==> config.mk <==
export PLATFORM = sky130hd
export DESIGN_NAME = differential_drive_odometry
export DESIGN_NICKNAME = d
export VERILOG_FILES = /design/src/sv/ddo_pkg.sv /design/src/sv/ddo_ctrl.sv /design/src/sv/ddo_datapath.sv /design/src/sv/differential_drive_odometry.sv
export SDC_FILE = /design/constraint.sdc
export NUM_CORES = 2
export LEC_CHECK = 0
export BUFFER_PORTS_ARGS = -buffer_cell sky130_fd_sc_hd__buf_4
export CELL_PAD_IN_SITES_DETAIL_PLACEMENT = 1
export CELL_PAD_IN_SITES_GLOBAL_PLACEMENT = 1
export CORE_MARGIN = 3
export CORE_UTILIZATION = 30
export CTS_CLUSTER_SIZE = 14
export DETAILED_ROUTE_END_ITERATION = 7
export GPL_TIMING_DRIVEN = 0
export PLACE_DENSITY = 0.53
export RECOVER_POWER = 50
export SLEW_MARGIN = 20
export SYNTH_ARGS = -nofsm -noshare
export SYNTH_HDL_FRONTEND = slang
export SYNTH_SLANG_ARGS = --single-unit
==> constraint.sdc <==
create_clock -name clk -period 13.2 [get_ports clk]
set_input_delay 0 -clock clk [delete_from_list [all_inputs] [get_ports clk]]
set_output_delay 0 -clock clk [all_outputs]
set_load 0.05 [all_outputs]
==> src/sv/ddo_pkg.sv <==
// Shared types and constants for the differential drive odometry block.
// Used by ddo_ctrl, ddo_datapath and differential_drive_odometry.
`timescale 1ns / 1ps

package ddo_pkg;

    // Payload and configuration widths
    localparam int COUNT_W    = 16;
    localparam int POS_W      = 48;
    localparam int HEAD_W     = 32;
    localparam int CFG_DATA_W = 24;
    localparam int CFG_INDEX_W = 2;

    // Configuration register indexes
    localparam logic [CFG_INDEX_W-1:0] REG_DISTANCE_PER_PULSE = 2'd0;
    localparam logic [CFG_INDEX_W-1:0] REG_INVERSE_WHEEL_BASE = 2'd1;

    localparam logic [CFG_DATA_W-1:0] DISTANCE_PER_PULSE_RESET = 24'd1311;
    localparam logic [CFG_DATA_W-1:0] INVERSE_WHEEL_BASE_RESET = 24'd5461;

    // Shared multiplier: 20 x 32 unsigned, registered product
    localparam int MUL_A_W = 20;
    localparam int MUL_B_W = 32;
    localparam int PROD_W  = MUL_A_W + MUL_B_W;

    // Internal arithmetic widths
    localparam int TRAVEL_W = 41;   // count * distance_per_pulse, signed
    localparam int SUM_W    = 42;   // sum or difference of two travels
    localparam int MAG_W    = 40;   // magnitude of difference or of mean travel
    localparam int WIDE_W   = 72;   // recombined split product
    localparam int THMAG_W  = 60;   // heading change magnitude, Q.28
    localparam int T0_W     = 62;   // unwrapped heading sum, signed
    localparam int REM_W    = 61;   // magnitude under reduction
    localparam int DISP_W   = 42;   // displacement magnitude, Q.16
    localparam int CORD_W   = 34;   // CORDIC x and y, Q2.30 with headroom
    localparam int STEP_W   = 5;

    // Angle constants, Q4.28
    localparam logic [30:0]        TWO_PI_Q28     = 31'd1686629713;
    localparam logic [31:0]        PI_Q28_U       = 32'd843314857;
    localparam logic signed [31:0] PI_Q28         = 32'sd843314857;
    localparam logic signed [31:0] HALF_PI_Q28    = 32'sd421657428;
    localparam logic signed [31:0] HEADING_LIMIT  = 32'sd843314856;
    localparam logic signed [CORD_W-1:0] CORDIC_GAIN_Q30 = 34'sd652032874;

    // Modulo reduction runs from 2*pi shifted by this amount down to zero
    localparam logic [STEP_W-1:0] MOD_TOP_SHIFT = 5'd30;

    localparam int DEFAULT_CORDIC_ITERATIONS = 24;
    localparam int ATAN_DEPTH = 30;

    // atan(2^-i) in Q4.28, rounded to nearest
    localparam logic signed [31:0] ATAN_TABLE [ATAN_DEPTH] = '{
        32'sd210828714, 32'sd124459457, 32'sd65760959, 32'sd33381290,
        32'sd16755422,  32'sd8385879,   32'sd4193963,  32'sd2097109,
        32'sd1048571,   32'sd524287,    32'sd262144,   32'sd131072,
        32'sd65536,     32'sd32768,     32'sd16384,    32'sd8192,
        32'sd4096,      32'sd2048,      32'sd1024,     32'sd512,
        32'sd256,       32'sd128,       32'sd64,       32'sd32,
        32'sd16,        32'sd8,         32'sd4,        32'sd2,
        32'sd1,         32'sd1
    };

    // Operand selection for the shared multiplier
    typedef enum logic [2:0] {
        MUL_LEFT,
        MUL_RIGHT,
        MUL_TH_LO,
        MUL_TH_HI,
        MUL_SIN_LO,
        MUL_SIN_HI,
        MUL_COS_LO,
        MUL_COS_HI
    } mul_op_t;

    // Controller to datapath commands
    typedef struct packed {
        mul_op_t mul_op;
        logic    load_in;
        logic    load_lt;
        logic    load_rt;
        logic    load_sums;
        logic    load_part;
        logic    load_thmag;
        logic    load_t0;
        logic    mod_init;
        logic    mod_step;
        logic    wrap;
        logic    cordic_init;
        logic    cordic_step;
        logic    load_trig;
        logic    load_r;
        logic    add_x;
        logic    add_y;
        logic    load_out;
    } ddo_cmd_t;

    // Datapath to controller status
    typedef struct packed {
        logic mod_last;
        logic cordic_last;
    } ddo_stat_t;

endpackage

==> src/sv/ddo_ctrl.sv <==
// Sequencer for the odometry update: one-hot state machine issuing datapath commands.
// Depends on ddo_pkg.
`timescale 1ns / 1ps

module ddo_ctrl
    import ddo_pkg::*;
(
    input  logic      clk,
    input  logic      rst_n,
    input  logic      in_valid,
    output logic      in_ready,
    output logic      out_valid,
    input  logic      out_ready,
    input  ddo_stat_t stat,
    output ddo_cmd_t  cmd
);

    typedef enum logic [22:0] {
        S_IDLE   = 23'h000001,
        S_MUL_L  = 23'h000002,
        S_MUL_R  = 23'h000004,
        S_LOAD_R = 23'h000008,
        S_SUMS   = 23'h000010,
        S_TH_LO  = 23'h000020,
        S_TH_HI  = 23'h000040,
        S_TH_MAG = 23'h000080,
        S_TH_SUM = 23'h000100,
        S_ABS    = 23'h000200,
        S_MOD    = 23'h000400,
        S_WRAP   = 23'h000800,
        S_CINIT  = 23'h001000,
        S_CORDIC = 23'h002000,
        S_CFIN   = 23'h004000,
        S_X_LO   = 23'h008000,
        S_X_HI   = 23'h010000,
        S_X_SUM  = 23'h020000,
        S_X_ACC  = 23'h040000,
        S_Y_HI   = 23'h080000,
        S_Y_SUM  = 23'h100000,
        S_Y_ACC  = 23'h200000,
        S_DONE   = 23'h400000
    } state_t;

    state_t state_reg, state_next;
    logic   out_valid_reg, out_valid_next;

    assign in_ready  = (state_reg == S_IDLE);
    assign out_valid = out_valid_reg;

    // Next state and command decode
    always_comb
    begin
        state_next = state_reg;
        cmd        = '0;
        cmd.mul_op = MUL_LEFT;
        case (state_reg)
            S_IDLE:
            begin
                if (in_valid)
                begin
                    cmd.load_in = 1'b1;
                    state_next  = S_MUL_L;
                end
            end
            S_MUL_L:
            begin
                cmd.mul_op = MUL_LEFT;
                state_next = S_MUL_R;
            end
            S_MUL_R:
            begin
                cmd.load_lt = 1'b1;
                cmd.mul_op  = MUL_RIGHT;
                state_next  = S_LOAD_R;
            end
            S_LOAD_R:
            begin
                cmd.load_rt = 1'b1;
                state_next  = S_SUMS;
            end
            S_SUMS:
            begin
                cmd.load_sums = 1'b1;
                state_next    = S_TH_LO;
            end
            S_TH_LO:
            begin
                cmd.mul_op = MUL_TH_LO;
                state_next = S_TH_HI;
            end
            S_TH_HI:
            begin
                cmd.load_part = 1'b1;
                cmd.mul_op    = MUL_TH_HI;
                state_next    = S_TH_MAG;
            end
            S_TH_MAG:
            begin
                cmd.load_thmag = 1'b1;
                state_next     = S_TH_SUM;
            end
            S_TH_SUM:
            begin
                cmd.load_t0 = 1'b1;
                state_next  = S_ABS;
            end
            S_ABS:
            begin
                cmd.mod_init = 1'b1;
                state_next   = S_MOD;
            end
            S_MOD:
            begin
                cmd.mod_step = 1'b1;
                if (stat.mod_last)
                begin
                    state_next = S_WRAP;
                end
            end
            S_WRAP:
            begin
                cmd.wrap   = 1'b1;
                state_next = S_CINIT;
            end
            S_CINIT:
            begin
                cmd.cordic_init = 1'b1;
                state_next      = S_CORDIC;
            end
            S_CORDIC:
            begin
                cmd.cordic_step = 1'b1;
                if (stat.cordic_last)
                begin
                    state_next = S_CFIN;
                end
            end
            S_CFIN:
            begin
                cmd.load_trig = 1'b1;
                state_next    = S_X_LO;
            end
            S_X_LO:
            begin
                cmd.mul_op = MUL_SIN_LO;
                state_next = S_X_HI;
            end
            S_X_HI:
            begin
                cmd.load_part = 1'b1;
                cmd.mul_op    = MUL_SIN_HI;
                state_next    = S_X_SUM;
            end
            S_X_SUM:
            begin
                cmd.load_r = 1'b1;
                state_next = S_X_ACC;
            end
            S_X_ACC:
            begin
                cmd.add_x  = 1'b1;
                cmd.mul_op = MUL_COS_LO;
                state_next = S_Y_HI;
            end
            S_Y_HI:
            begin
                cmd.load_part = 1'b1;
                cmd.mul_op    = MUL_COS_HI;
                state_next    = S_Y_SUM;
            end
            S_Y_SUM:
            begin
                cmd.load_r = 1'b1;
                state_next = S_Y_ACC;
            end
            S_Y_ACC:
            begin
                cmd.add_y  = 1'b1;
                state_next = S_DONE;
            end
            S_DONE:
            begin
                // wait for the output register to free up
                if (!out_valid_reg || out_ready)
                begin
                    cmd.load_out = 1'b1;
                    state_next   = S_IDLE;
                end
            end
            default:
            begin
                state_next = S_IDLE;
            end
        endcase
    end

    // Output word valid
    always_comb
    begin
        out_valid_next = out_valid_reg;
        if (cmd.load_out)
        begin
            out_valid_next = 1'b1;
        end
        else if (out_ready)
        begin
            out_valid_next = 1'b0;
        end
    end

    always_ff @(posedge clk or negedge rst_n)
    begin
        if (!rst_n)
        begin
            state_reg     <= S_IDLE;
            out_valid_reg <= 1'b0;
        end
        else
        begin
            state_reg     <= state_next;
            out_valid_reg <= out_valid_next;
        end
    end

endmodule

==> src/sv/ddo_datapath.sv <==
// Odometry datapath: config registers, shared multiplier, heading reduction,
// iterative CORDIC and pose accumulators. Depends on ddo_pkg.
`timescale 1ns / 1ps

module ddo_datapath
    import ddo_pkg::*;
#(
    parameter int CORDIC_ITERATIONS = DEFAULT_CORDIC_ITERATIONS
)
(
    input  logic                          clk,
    input  logic                          rst_n,
    input  logic                          cfg_valid,
    input  logic [CFG_INDEX_W-1:0]        cfg_index,
    input  logic [CFG_DATA_W-1:0]         cfg_data,
    input  logic signed [COUNT_W-1:0]     left_count,
    input  logic signed [COUNT_W-1:0]     right_count,
    input  ddo_cmd_t                      cmd,
    output ddo_stat_t                     stat,
    output logic signed [POS_W-1:0]       x_position,
    output logic signed [POS_W-1:0]       y_position,
    output logic signed [HEAD_W-1:0]      heading
);

    // Configuration
    logic [CFG_DATA_W-1:0] dpp_reg, iwb_reg;

    // Pose state
    logic [HEAD_W-1:0] heading_acc_reg;
    logic [POS_W-1:0]  x_acc_reg, y_acc_reg;

    // Per-word working registers
    logic signed [COUNT_W-1:0]  lc_reg, rc_reg;
    logic [PROD_W-1:0]          prod_reg, part_reg;
    logic signed [TRAVEL_W-1:0] lt_reg, rt_reg;
    logic [MAG_W-1:0]           diff_mag_reg, disp_mag_reg;
    logic                       diff_neg_reg, disp_neg_reg;
    logic [THMAG_W-1:0]         thmag_reg;
    logic signed [T0_W-1:0]     t0_reg;
    logic [REM_W-1:0]           rem_reg;
    logic                       t0_neg_reg;
    logic [STEP_W-1:0]          step_reg;
    logic signed [CORD_W-1:0]   cx_reg, cy_reg;
    logic signed [31:0]         cz_reg;
    logic                       flip_reg;
    logic [MUL_B_W-1:0]         gs_reg, gc_reg;
    logic                       x_neg_reg, y_neg_reg;
    logic [DISP_W-1:0]          r_reg;

    // Combinational helpers
    logic [MUL_A_W-1:0]         mul_a;
    logic [MUL_B_W-1:0]         mul_b;
    logic [COUNT_W-1:0]         lc_mag, rc_mag;
    logic signed [TRAVEL_W-1:0] prod_travel;
    logic signed [SUM_W-1:0]    diff_w, sum_w, diff_abs, sum_abs;
    logic [WIDE_W-1:0]          wide_w;
    logic signed [T0_W-1:0]     hd_ext, th_ext;
    logic [REM_W-1:0]           mod_sub;
    logic [30:0]                rem_low;
    logic [31:0]                wrap_pos, wrap_out;
    logic signed [31:0]         head_s;
    logic signed [CORD_W-1:0]   cdx, cdy, cx_abs, cy_abs;
    logic signed [31:0]         atan_step;
    logic [POS_W-1:0]           r_ext;

    assign stat.mod_last    = (step_reg == '0);
    assign stat.cordic_last = (step_reg == STEP_W'(CORDIC_ITERATIONS - 1));

    // Configuration writes; unknown indexes are dropped
    always_ff @(posedge clk or negedge rst_n)
    begin
        if (!rst_n)
        begin
            dpp_reg <= DISTANCE_PER_PULSE_RESET;
            iwb_reg <= INVERSE_WHEEL_BASE_RESET;
        end
        else if (cfg_valid)
        begin
            case (cfg_index)
                REG_DISTANCE_PER_PULSE: dpp_reg <= cfg_data;
                REG_INVERSE_WHEEL_BASE: iwb_reg <= cfg_data;
                default: ;
            endcase
        end
    end

    // Shared multiplier operand select
    assign lc_mag = lc_reg[COUNT_W-1] ? COUNT_W'(-lc_reg) : COUNT_W'(lc_reg);
    assign rc_mag = rc_reg[COUNT_W-1] ? COUNT_W'(-rc_reg) : COUNT_W'(rc_reg);

    always_comb
    begin
        case (cmd.mul_op)
            MUL_LEFT:
            begin
                mul_a = MUL_A_W'(lc_mag);
                mul_b = MUL_B_W'(dpp_reg);
            end
            MUL_RIGHT:
            begin
                mul_a = MUL_A_W'(rc_mag);
                mul_b = MUL_B_W'(dpp_reg);
            end
            MUL_TH_LO:
            begin
                mul_a = diff_mag_reg[MUL_A_W-1:0];
                mul_b = MUL_B_W'(iwb_reg);
            end
            MUL_TH_HI:
            begin
                mul_a = diff_mag_reg[MAG_W-1:MUL_A_W];
                mul_b = MUL_B_W'(iwb_reg);
            end
            MUL_SIN_LO:
            begin
                mul_a = disp_mag_reg[MUL_A_W-1:0];
                mul_b = gs_reg;
            end
            MUL_SIN_HI:
            begin
                mul_a = disp_mag_reg[MAG_W-1:MUL_A_W];
                mul_b = gs_reg;
            end
            MUL_COS_LO:
            begin
                mul_a = disp_mag_reg[MUL_A_W-1:0];
                mul_b = gc_reg;
            end
            MUL_COS_HI:
            begin
                mul_a = disp_mag_reg[MAG_W-1:MUL_A_W];
                mul_b = gc_reg;
            end
            default:
            begin
                mul_a = '0;
                mul_b = '0;
            end
        endcase
    end

    // Travel magnitude fits 39 bits
    assign prod_travel = $signed({2'b00, prod_reg[TRAVEL_W-3:0]});

    // Travel difference and sum
    assign diff_w   = {lt_reg[TRAVEL_W-1], lt_reg} - {rt_reg[TRAVEL_W-1], rt_reg};
    assign sum_w    = {lt_reg[TRAVEL_W-1], lt_reg} + {rt_reg[TRAVEL_W-1], rt_reg};
    assign diff_abs = diff_w[SUM_W-1] ? -diff_w : diff_w;
    assign sum_abs  = sum_w[SUM_W-1] ? -sum_w : sum_w;

    // Recombine hi/lo partial products: hi * 2^20 + lo
    assign wide_w = {prod_reg, {MUL_A_W{1'b0}}} + WIDE_W'(part_reg);

    // Heading sum operands
    assign hd_ext = T0_W'($signed(heading_acc_reg));
    assign th_ext = $signed({2'b00, thmag_reg});

    // Reduction step: 2*pi shifted left by the step count
    assign mod_sub = REM_W'(TWO_PI_Q28) << step_reg;

    // Fold the remainder back into plus or minus pi
    assign rem_low  = rem_reg[30:0];
    assign wrap_pos = (t0_neg_reg && (rem_low != '0)) ?
                      32'(TWO_PI_Q28) - 32'(rem_low) : 32'(rem_low);
    assign wrap_out = (wrap_pos >= PI_Q28_U) ? wrap_pos - 32'(TWO_PI_Q28) : wrap_pos;

    assign head_s = $signed(heading_acc_reg);

    // CORDIC step terms, shifts round toward minus infinity
    assign cdx       = cy_reg >>> step_reg;
    assign cdy       = cx_reg >>> step_reg;
    assign atan_step = ATAN_TABLE[step_reg];
    assign cx_abs    = cx_reg[CORD_W-1] ? -cx_reg : cx_reg;
    assign cy_abs    = cy_reg[CORD_W-1] ? -cy_reg : cy_reg;

    assign r_ext = POS_W'(r_reg);

    // Control-side state: pose, reduction/iteration counter
    always_ff @(posedge clk or negedge rst_n)
    begin
        if (!rst_n)
        begin
            heading_acc_reg <= '0;
            x_acc_reg       <= '0;
            y_acc_reg       <= '0;
            step_reg        <= '0;
        end
        else
        begin
            if (cmd.wrap)
            begin
                heading_acc_reg <= wrap_out;
            end
            if (cmd.add_x)
            begin
                x_acc_reg <= x_neg_reg ? x_acc_reg - r_ext : x_acc_reg + r_ext;
            end
            if (cmd.add_y)
            begin
                y_acc_reg <= y_neg_reg ? y_acc_reg - r_ext : y_acc_reg + r_ext;
            end
            if (cmd.mod_init)
            begin
                step_reg <= MOD_TOP_SHIFT;
            end
            else if (cmd.mod_step)
            begin
                step_reg <= step_reg - 1'b1;
            end
            else if (cmd.cordic_init)
            begin
                step_reg <= '0;
            end
            else if (cmd.cordic_step)
            begin
                step_reg <= step_reg + 1'b1;
            end
        end
    end

    // Working registers, no reset
    always_ff @(posedge clk)
    begin
        prod_reg <= mul_a * mul_b;

        if (cmd.load_in)
        begin
            lc_reg <= left_count;
            rc_reg <= right_count;
        end
        if (cmd.load_lt)
        begin
            lt_reg <= lc_reg[COUNT_W-1] ? -prod_travel : prod_travel;
        end
        if (cmd.load_rt)
        begin
            rt_reg <= rc_reg[COUNT_W-1] ? -prod_travel : prod_travel;
        end
        if (cmd.load_sums)
        begin
            diff_mag_reg <= diff_abs[MAG_W-1:0];
            diff_neg_reg <= diff_w[SUM_W-1];
            // mean travel, truncated toward zero
            disp_mag_reg <= sum_abs[MAG_W:1];
            disp_neg_reg <= sum_w[SUM_W-1];
        end
        if (cmd.load_part)
        begin
            part_reg <= prod_reg;
        end
        if (cmd.load_thmag)
        begin
            thmag_reg <= wide_w[THMAG_W+3:4];
        end
        if (cmd.load_t0)
        begin
            t0_reg <= diff_neg_reg ? hd_ext - th_ext : hd_ext + th_ext;
        end
        if (cmd.mod_init)
        begin
            rem_reg    <= t0_reg[T0_W-1] ? REM_W'(-t0_reg) : REM_W'(t0_reg);
            t0_neg_reg <= t0_reg[T0_W-1];
        end
        else if (cmd.mod_step)
        begin
            if (rem_reg >= mod_sub)
            begin
                rem_reg <= rem_reg - mod_sub;
            end
        end
        if (cmd.cordic_init)
        begin
            cx_reg <= CORDIC_GAIN_Q30;
            cy_reg <= '0;
            // beyond plus or minus pi/2: rotate by pi and negate the results
            if (head_s > HALF_PI_Q28)
            begin
                cz_reg   <= head_s - PI_Q28;
                flip_reg <= 1'b1;
            end
            else if (head_s < -HALF_PI_Q28)
            begin
                cz_reg   <= head_s + PI_Q28;
                flip_reg <= 1'b1;
            end
            else
            begin
                cz_reg   <= head_s;
                flip_reg <= 1'b0;
            end
        end
        else if (cmd.cordic_step)
        begin
            if (!cz_reg[31])
            begin
                cx_reg <= cx_reg - cdx;
                cy_reg <= cy_reg + cdy;
                cz_reg <= cz_reg - atan_step;
            end
            else
            begin
                cx_reg <= cx_reg + cdx;
                cy_reg <= cy_reg - cdy;
                cz_reg <= cz_reg + atan_step;
            end
        end
        if (cmd.load_trig)
        begin
            gs_reg    <= cy_abs[MUL_B_W-1:0];
            gc_reg    <= cx_abs[MUL_B_W-1:0];
            x_neg_reg <= disp_neg_reg ^ cy_reg[CORD_W-1] ^ flip_reg;
            y_neg_reg <= disp_neg_reg ^ cx_reg[CORD_W-1] ^ flip_reg;
        end
        if (cmd.load_r)
        begin
            r_reg <= wide_w[WIDE_W-1:30];
        end
        if (cmd.load_out)
        begin
            x_position <= $signed(x_acc_reg);
            y_position <= $signed(y_acc_reg);
            heading    <= $signed(heading_acc_reg);
        end
    end

endmodule

==> src/sv/differential_drive_odometry.sv <==
// Top level of the differential drive odometry block.
// Instantiates ddo_ctrl and ddo_datapath; depends on ddo_pkg.
`timescale 1ns / 1ps

// Usage:
//   Input channel (in_valid/in_ready, left_count, right_count): one word per
//   sample period with the signed encoder pulse counts of both wheels.
//   Output channel (out_valid/out_ready, x_position, y_position, heading):
//   one word per input word with the pose after the update.
//   Config channel (cfg_valid/cfg_ready, cfg_index, cfg_data): index 0 is
//   distance_per_pulse, index 1 is inverse_wheel_base; other indexes are
//   ignored. cfg_ready is always high; write only while the block is idle.
//   Sequencing: a new input word is taken only once the previous result has
//   been loaded into the output register. The time per word is set by the
//   31-step reduction of the heading modulo 2*pi, the CORDIC iterations and
//   the single shared 20x32 multiplier, all sequenced one step per cycle.
//   Stalls: the result sits in an output register; the next input word is
//   taken and worked on while it waits, and only the final load stalls.
//   Reset: pose clears to zero and both config registers return to their
//   defaults; nothing is pending.
module differential_drive_odometry
    import ddo_pkg::*;
#(
    parameter int CORDIC_ITERATIONS = DEFAULT_CORDIC_ITERATIONS
)
(
    input  logic                      clk,
    input  logic                      rst_n,
    input  logic                      in_valid,
    output logic                      in_ready,
    input  logic signed [COUNT_W-1:0] left_count,
    input  logic signed [COUNT_W-1:0] right_count,
    output logic                      out_valid,
    input  logic                      out_ready,
    output logic signed [POS_W-1:0]   x_position,
    output logic signed [POS_W-1:0]   y_position,
    output logic signed [HEAD_W-1:0]  heading,
    input  logic                      cfg_valid,
    output logic                      cfg_ready,
    input  logic [CFG_INDEX_W-1:0]    cfg_index,
    input  logic [CFG_DATA_W-1:0]     cfg_data
);

    ddo_cmd_t  cmd;
    ddo_stat_t stat;

    assign cfg_ready = 1'b1;

    ddo_ctrl u_ctrl
    (
        .clk       (clk),
        .rst_n     (rst_n),
        .in_valid  (in_valid),
        .in_ready  (in_ready),
        .out_valid (out_valid),
        .out_ready (out_ready),
        .stat      (stat),
        .cmd       (cmd)
    );

    ddo_datapath
    #(
        .CORDIC_ITERATIONS (CORDIC_ITERATIONS)
    )
    u_datapath
    (
        .clk         (clk),
        .rst_n       (rst_n),
        .cfg_valid   (cfg_valid),
        .cfg_index   (cfg_index),
        .cfg_data    (cfg_data),
        .left_count  (left_count),
        .right_count (right_count),
        .cmd         (cmd),
        .stat        (stat),
        .x_position  (x_position),
        .y_position  (y_position),
        .heading     (heading)
    );

    // Once a word is taken the block is busy for the next cycle
    a_busy_after_accept: assert property (
        @(posedge clk) disable iff (!rst_n)
        in_valid && in_ready |=> !in_ready
    ) else $error("input taken while a word is in progress");

    // Delivered heading always lies within plus or minus pi
    a_heading_wrapped: assert property (
        @(posedge clk) disable iff (!rst_n)
        out_valid |-> (heading <= HEADING_LIMIT) && (heading >= -HEADING_LIMIT)
    ) else $error("heading outside the wrapped range");

    // Reduction and CORDIC counters never run together
    a_single_loop: assert property (
        @(posedge clk) disable iff (!rst_n)
        cmd.mod_step |-> !cmd.cordic_step && !cmd.cordic_init
    ) else $error("heading reduction overlaps CORDIC");

endmodule
# Word-level counts from Yosys, hierarchy flattened
# Memories as Yosys holds them, arrays and structs flattened.
# Cells that the tools add are included.
dict set report word_totals {
  register_bits 1026
  mem_bits_ro 1024
  wordCells 201
  mem_count 1
}
dict set report classes {
  add_sub_neg 30
  mul 1
  magnitude_cmp 5
  eq_ne 36
  shift 3
  n_mux 60
  bitwise_logic 5
  reduce_logical 24
}
# name depth width read_ports rd_ports_with_merged_regs wr line
set memory_table {}
lappend memory_table {{(no name shown)} 32 32 1 0 0 ddo_datapath.sv:172} ;# assign atan_step = ATAN_TABLE[step_reg];
# op count
set ops {}
lappend ops {{case mux 23 bit (23 select lines)} 1}
lappend ops {{two-way mux 32 bit} 11}
lappend ops {{two-way mux 61 bit} 4}
lappend ops {{case mux 32 bit (4 select lines)} 1}
lappend ops {{case mux 20 bit (6 select lines)} 1}
lappend ops {{adder 48 x 42 -> 48 bit} 2}
lappend ops {{two-way mux 48 bit} 2}
lappend ops {{subtractor 48 x 42 -> 48 bit} 2}
lappend ops {{two-way mux 23 bit} 4}
lappend ops {{two-way mux 39 bit} 2}
lappend ops {{adder 72 x 52 -> 72 bit} 1}
lappend ops {{adder 34 bit} 2}
lappend ops {{two-way mux 34 bit} 2}
lappend ops {{>>> shifter 34 x 5 -> 34 bit} 2}
lappend ops {{subtractor 34 bit} 2}
lappend ops {{negation 32 bit} 2}
lappend ops {{subtractor 32 x 31 -> 32 bit, second input constant} 2}
lappend ops {{adder 32 x 61 -> 62 bit} 1}
lappend ops {{two-way mux 62 bit} 1}
lappend ops {{subtractor 32 x 61 -> 62 bit} 1}
lappend ops {{>= comparator 61 bit} 1}
lappend ops {{negation 61 bit} 1}
lappend ops {{left shift 31 x 5 -> 61 bit, first input constant} 1}
lappend ops {{subtractor 61 bit} 1}
lappend ops {{68 further kinds} 114}

# Longest topological paths before layout
dict set report depth {
  depth_word 8
  ltp_mapped 42
}

# Cells and area by module
# From an unflattened synthesis, not the netlist that was laid out.
dict set report hier_totals {
  hier_cells 10808
  area_unflattened_um2 98968.7
}
# module instances cells_each area_each_um2 seq_area_each_um2
set by_module_without_submodules {}
lappend by_module_without_submodules {ddo_datapath 1 10651 97438.5 27879.2}
lappend by_module_without_submodules {ddo_ctrl 1 155 1519.0 601.8}
lappend by_module_without_submodules {differential_drive_odometry 1 2 11.3 0.0}

# Worst setup path after synthesis
# No wires, ideal clock.
dict set report synth_path {
  kind {register -> register}
  from {register u_ctrl.state_reg[13]}
  to {register u_datapath.prod_reg[51]}
  setup_ns 0.072
  t_arrival_ns 10.177
  t_required_ns 13.128
  slack_ns 2.951
  path_stages_with_launch 38
  n_path_buf 4
  period_less_slack_ns 10.249
  cell_sequence {dfrtp_1 -> clkbuf_1 -> nor4_1 -> nand2_1 -> nor2_1 -> nand4_1 -> or3b_2 -> clkbuf_1 -> clkinv_1 -> clkbuf_1 -> o21ai_0 -> o21a_1 -> clkbuf_1 -> nor2_1 -> fa_1 -> inv_1 -> fa_1 -> fa_1 -> (+2 left out) -> fa_1 -> fa_1 -> inv_1 -> fa_1 -> inv_1 -> ha_1 -> a21o_1 -> a21o_1 -> a21oi_1 -> o21a_1 -> a31oi_1 -> and3_1 -> o21ai_0 -> o211ai_1 -> a41oi_1 -> o21ai_0 -> a21oi_1 -> xnor2_1}
}
dict set report synth_via {
  elab_chain_len 6
  word_cells_on_any_way 25
  classes_between {mul (1); eq/ne (14); mux (3); reduce/logical (7)}
}
# element line
set synth_rtl {}
lappend synth_rtl {{from (decl)} ddo_ctrl.sv:44} ;# state_t state_reg, state_next;
lappend synth_rtl {{from (signal assigned)} ddo_ctrl.sv:220} ;# state_reg <= state_next;
lappend synth_rtl {{== test 23 x 20 -> 1 bit, or another cell as far along} ddo_ctrl.sv:56} ;# case (state_reg)
lappend synth_rtl {{case mux 3 bit (7 select lines) (*)} ddo_ctrl.sv:56}
lappend synth_rtl {{== test 3 bit, or another cell as far along} ddo_datapath.sv:93} ;# case (cmd.mul_op)
lappend synth_rtl {{OR reduction 2 bit (no source line)} n/a}
lappend synth_rtl {{case mux 20 bit (6 select lines) / case mux 32 bit (4 select lines) (equally long branches)} ddo_datapath.sv:93}
lappend synth_rtl {{multiplier 20 x 32 -> 52 bit (*)} ddo_datapath.sv:224} ;# prod_reg <= mul_a * mul_b;
lappend synth_rtl {{to (signal assigned)} ddo_datapath.sv:224}
lappend synth_rtl {{to (decl)} ddo_datapath.sv:34} ;# logic [PROD_W-1:0] prod_reg, part_reg;
# Every way passes the cells marked *; elsewhere a longest branch is shown, timed or not.
# A chain may end at the register's enable or synchronous reset.

# Final worst setup path
dict set report layout_path {
  from {register u_ctrl.state_reg[13]}
  to {register u_datapath.prod_reg[49]}
}
# Same word-level chain as after synthesis.

==> metrics.md <==
| Metric | Value |
|---|---|
| Outcome | `finished with violations` |
| Failing checks | `max-capacitance violations, max-slew violations` |
| Hold depth | `3` |
| DP Worst Slack | `-0.7186 ns` |
| Most common cell after layout, fill and taps aside | `nand2_1` |
| # clock sinks | `1022` |
| Io pins | `194` |
| Post-DP HPWL | `341700 µm` |
| Max FFs per register | `62` |
| Most frequent cells in the layout | `1223 x nand2_1, 917 x inv_1, 884 x nor2_1, 756 x xnor2_1, 742 x a21oi_1` |
| TritonRoute pass-1 iters | `5` |
| Worst-Skew Late Latency | `0.85 ns` |
| CP most frequent cell | `fa_1` |
| 1st-iter DRT viols | `5981` |
| Port-buffer cells | `192` |
| Die area | `0.3309 mm²` |
| Yosys reg bits | `1022` |
| Tcrit/Tclk final | `95.70%` |
| Seq/Total Area, Yosys | `29.30%` |
| CTS tree | `built` |
| Avg WL per Cell | `26.61 µm` |
| R2r setup slk | `0.57 ns` |
| Worst slew pin tran | `5.161 ns` |
| Syn Area/Cell | `9.001 µm²` |
| CTS Buffer Depth | `4` |
| Setup TNS after final layout | `0 ns` |
| Placement Cell Area | `0.1051 mm²` |
| Largest net degree at the start of global routing | `76` |
| Area of the core | `0.3217 mm²` |
| Top_reg_cell synth | `edfxtp_1` |
| Synth unique cells | `116` |
| Critical Path End Type | `flip-flop` |
| DR vias/cell | `5.403` |
| Post-synth ARST share | `20.06%` |
| Final setup viols | `0` |
| RePlAce Congestion | `0.9390` |
| Overall routed net length | `419000 µm` |
| Reg2Reg Depth | `35` |
| Fmax | `79.16 MHz` |
| Final WS setup | `0.5678 ns` |
| Unrepaired setup endpoints after global routing | `no` |
| Die width | `575.2 µm` |
| Row count | `208` |
| Nets | `12550` |
| Syn nets | `12030` |
| Layout cells sized above 1 | `6.456%` |
| Post-synth EDFFs | `697` |
| Cell taking the most area after synthesis | `edfxtp_1` |
| Antenna viol nets, final | `0` |
| Htree depth | `4` |
| Hold Path Class | `input port to flip-flop` |
| Layout area overhead | `13.42%` |
| DRC violations left | `0` |
| Synth top area share | `21.53%` |
| CP max FO | `10` |
| Post-synthesis cell area | `0.09721 mm²` |
| First-pass GRT wire length | `613400 µm` |
| Startpoint Class | `flip-flop` |
| Synth Warn # | `0` |
| Chip height | `575.2 µm` |
| Vias in the first global route | `89700` |
| Crit path required time | `13.88 ns` |
| Crit path time final | `12.63 ns` |
| Final Core Density | `34.28%` |
| Initial Util | `30.22%` |
| Antenna violations before repair | `33` |
| Skew final | `0.07901 ns` |
| CTS buffer count | `140` |
| Final Cell Area | `0.1103 mm²` |
| Max-slew violation count | `264` |
| Worst-path clk slew | `0.06 ns` |
| Relative slew slack | `-244.0%` |
| Root buf cell | `clkbuf_16` |
| Detailed-route via count | `85090` |
| GRT Util Overall | `24.69%` |
| Critical path type | `flip-flop to flip-flop` |
| Hold Vio Cnt, Final | `0` |
| Total gr overflow | `0` |
| Max-cap violations | `6` |
| Cell count after synthesis | `10800` |
| Top cells by area, synth | `edfxtp_1 22%, fa_1 11%, ha_1 8.0%, xnor2_1 6.8%, dfrtp_1 4.9%` |
| Arrival @ worst endpoint | `13.31 ns` |
| Slowest cell on crit path | `clkbuf_1` |
| Worst stage delay on the critical path | `0.68 ns` |
| Fill count | `37490` |
[repair_timing]
action                                 CTS  global route
pin swaps                                1             0
resized for setup                       12            20
setup endpoints to repair               15            10
hold buffers                           125             0
endpoints found under the hold margin  307             0
setup buffers                            3             1
[metrics by stage]
step | hold slack, ns | std cells
final | 0.2143 | 15750
after global routing | 0.1786 | 15740
after CTS | 0.1542 | 15740
after detailed placement | 0.008303 | 15360
after global placement | 0.1782 | 15300
after floorplan | -0.2956 | 10800
[per-layer routing]
metal  GRT usage (%)  vias to the layer above  share of wire, %
met1           33.80                    43770                45
li1                -                    38720                 -
met5               0                        -            0.0093
met2           40.41                     2046                46
met4           8.263                        8               3.9
met3           2.824                      543               4.6
[synth_stat cells, types with 30 or more instances]
cell      number
o21bai_1      74
a22oi_1       48
nand2_1     1224
and2_1        89
or2_2         48
dfrtp_1      190
nor3_1       170
and3_1        86
edfxtp_1     697
ha_1         619
buf_2         33
mux2i_1       49
nor4_1        75
nand2b_1     119
nor3b_1       41
o31ai_1       92
xor2_1       292
o21a_1       109
dfxtp_1      120
or4_1         45
buf_1         53
o41ai_1       37
inv_1        917
mux4_2        92
fa_1         546
a21o_1       288
nand3_1      173
o211ai_1      54
or3_1         84
o21ai_1       31
nor2_1       885
a21oi_1      747
mux2_2        93
clkbuf_1     421
xnor2_1      756
nor2b_1       81
a21boi_0      30
nand4_1       64
o21ai_0      610
a211oi_1      55
a31oi_1      128
[path summary, 6_finish.rpt]
path	to	from
max	u_datapath.prod_reg[49]	u_ctrl.state_reg[13]
min	u_ctrl.state_reg[1]	in_valid
min reg2reg	u_datapath.thmag_reg[13]	u_datapath.part_reg[17]
max reg2reg	u_datapath.prod_reg[49]	u_ctrl.state_reg[13]
min in group asynchronous	u_datapath.y_acc_reg[10]	rst_n
max in group asynchronous	u_datapath.dpp_reg[11]	rst_n
[cell type report]
cell class                      count  area (µm²)  area share (%)
Antenna cell                       11       27.53         0.02497
Buffer                            517        2106           1.910
Clock buffer                      174        3755           3.406
Clock inverter                     77       882.1          0.8001
Inverter                          924        3468           3.146
Multi-Input combinational cell   8331       63340           57.45
Sequential cell                  1022       28480           25.83
Tap cell                         4305        5386           4.885
Timing Repair Buffer              387        2809           2.548
[critical path, delay by kind of cell (launching register included)]
family | cells | cell delay (ns)
AND/OR/NAND/NOR | 7 | 2.36
AO/OA/AOI/OAI | 12 | 2.94
buffers and inverters | 7 | 2.38
XOR/XNOR | 1 | 0.28
flip-flops | 1 | 0.36
adder cells (fa/ha/maj) | 8 | 4.16
[cells by family (layout without fill, tap and decap cells)]
logic type | after synthesis | after routing | synth area share, %
AOI/OAI and AO/OA | 2584 | 2584 | 16.75
xor gates and xnor gates | 1049 | 1049 | 9.459
muxes | 234 | 234 | 3.713
other | 1 | 12 | 0.003858
buffers and inverters | 1446 | 2079 | 5.715
DFF | 1022 | 1022 | 29.30
adders and majority gates | 1165 | 1165 | 19.21
and+or+nand+nor | 3298 | 3298 | 15.85
Power is not shown: default switching activity piles up to over one toggle a cycle in this logic, so the estimate is an artifact.
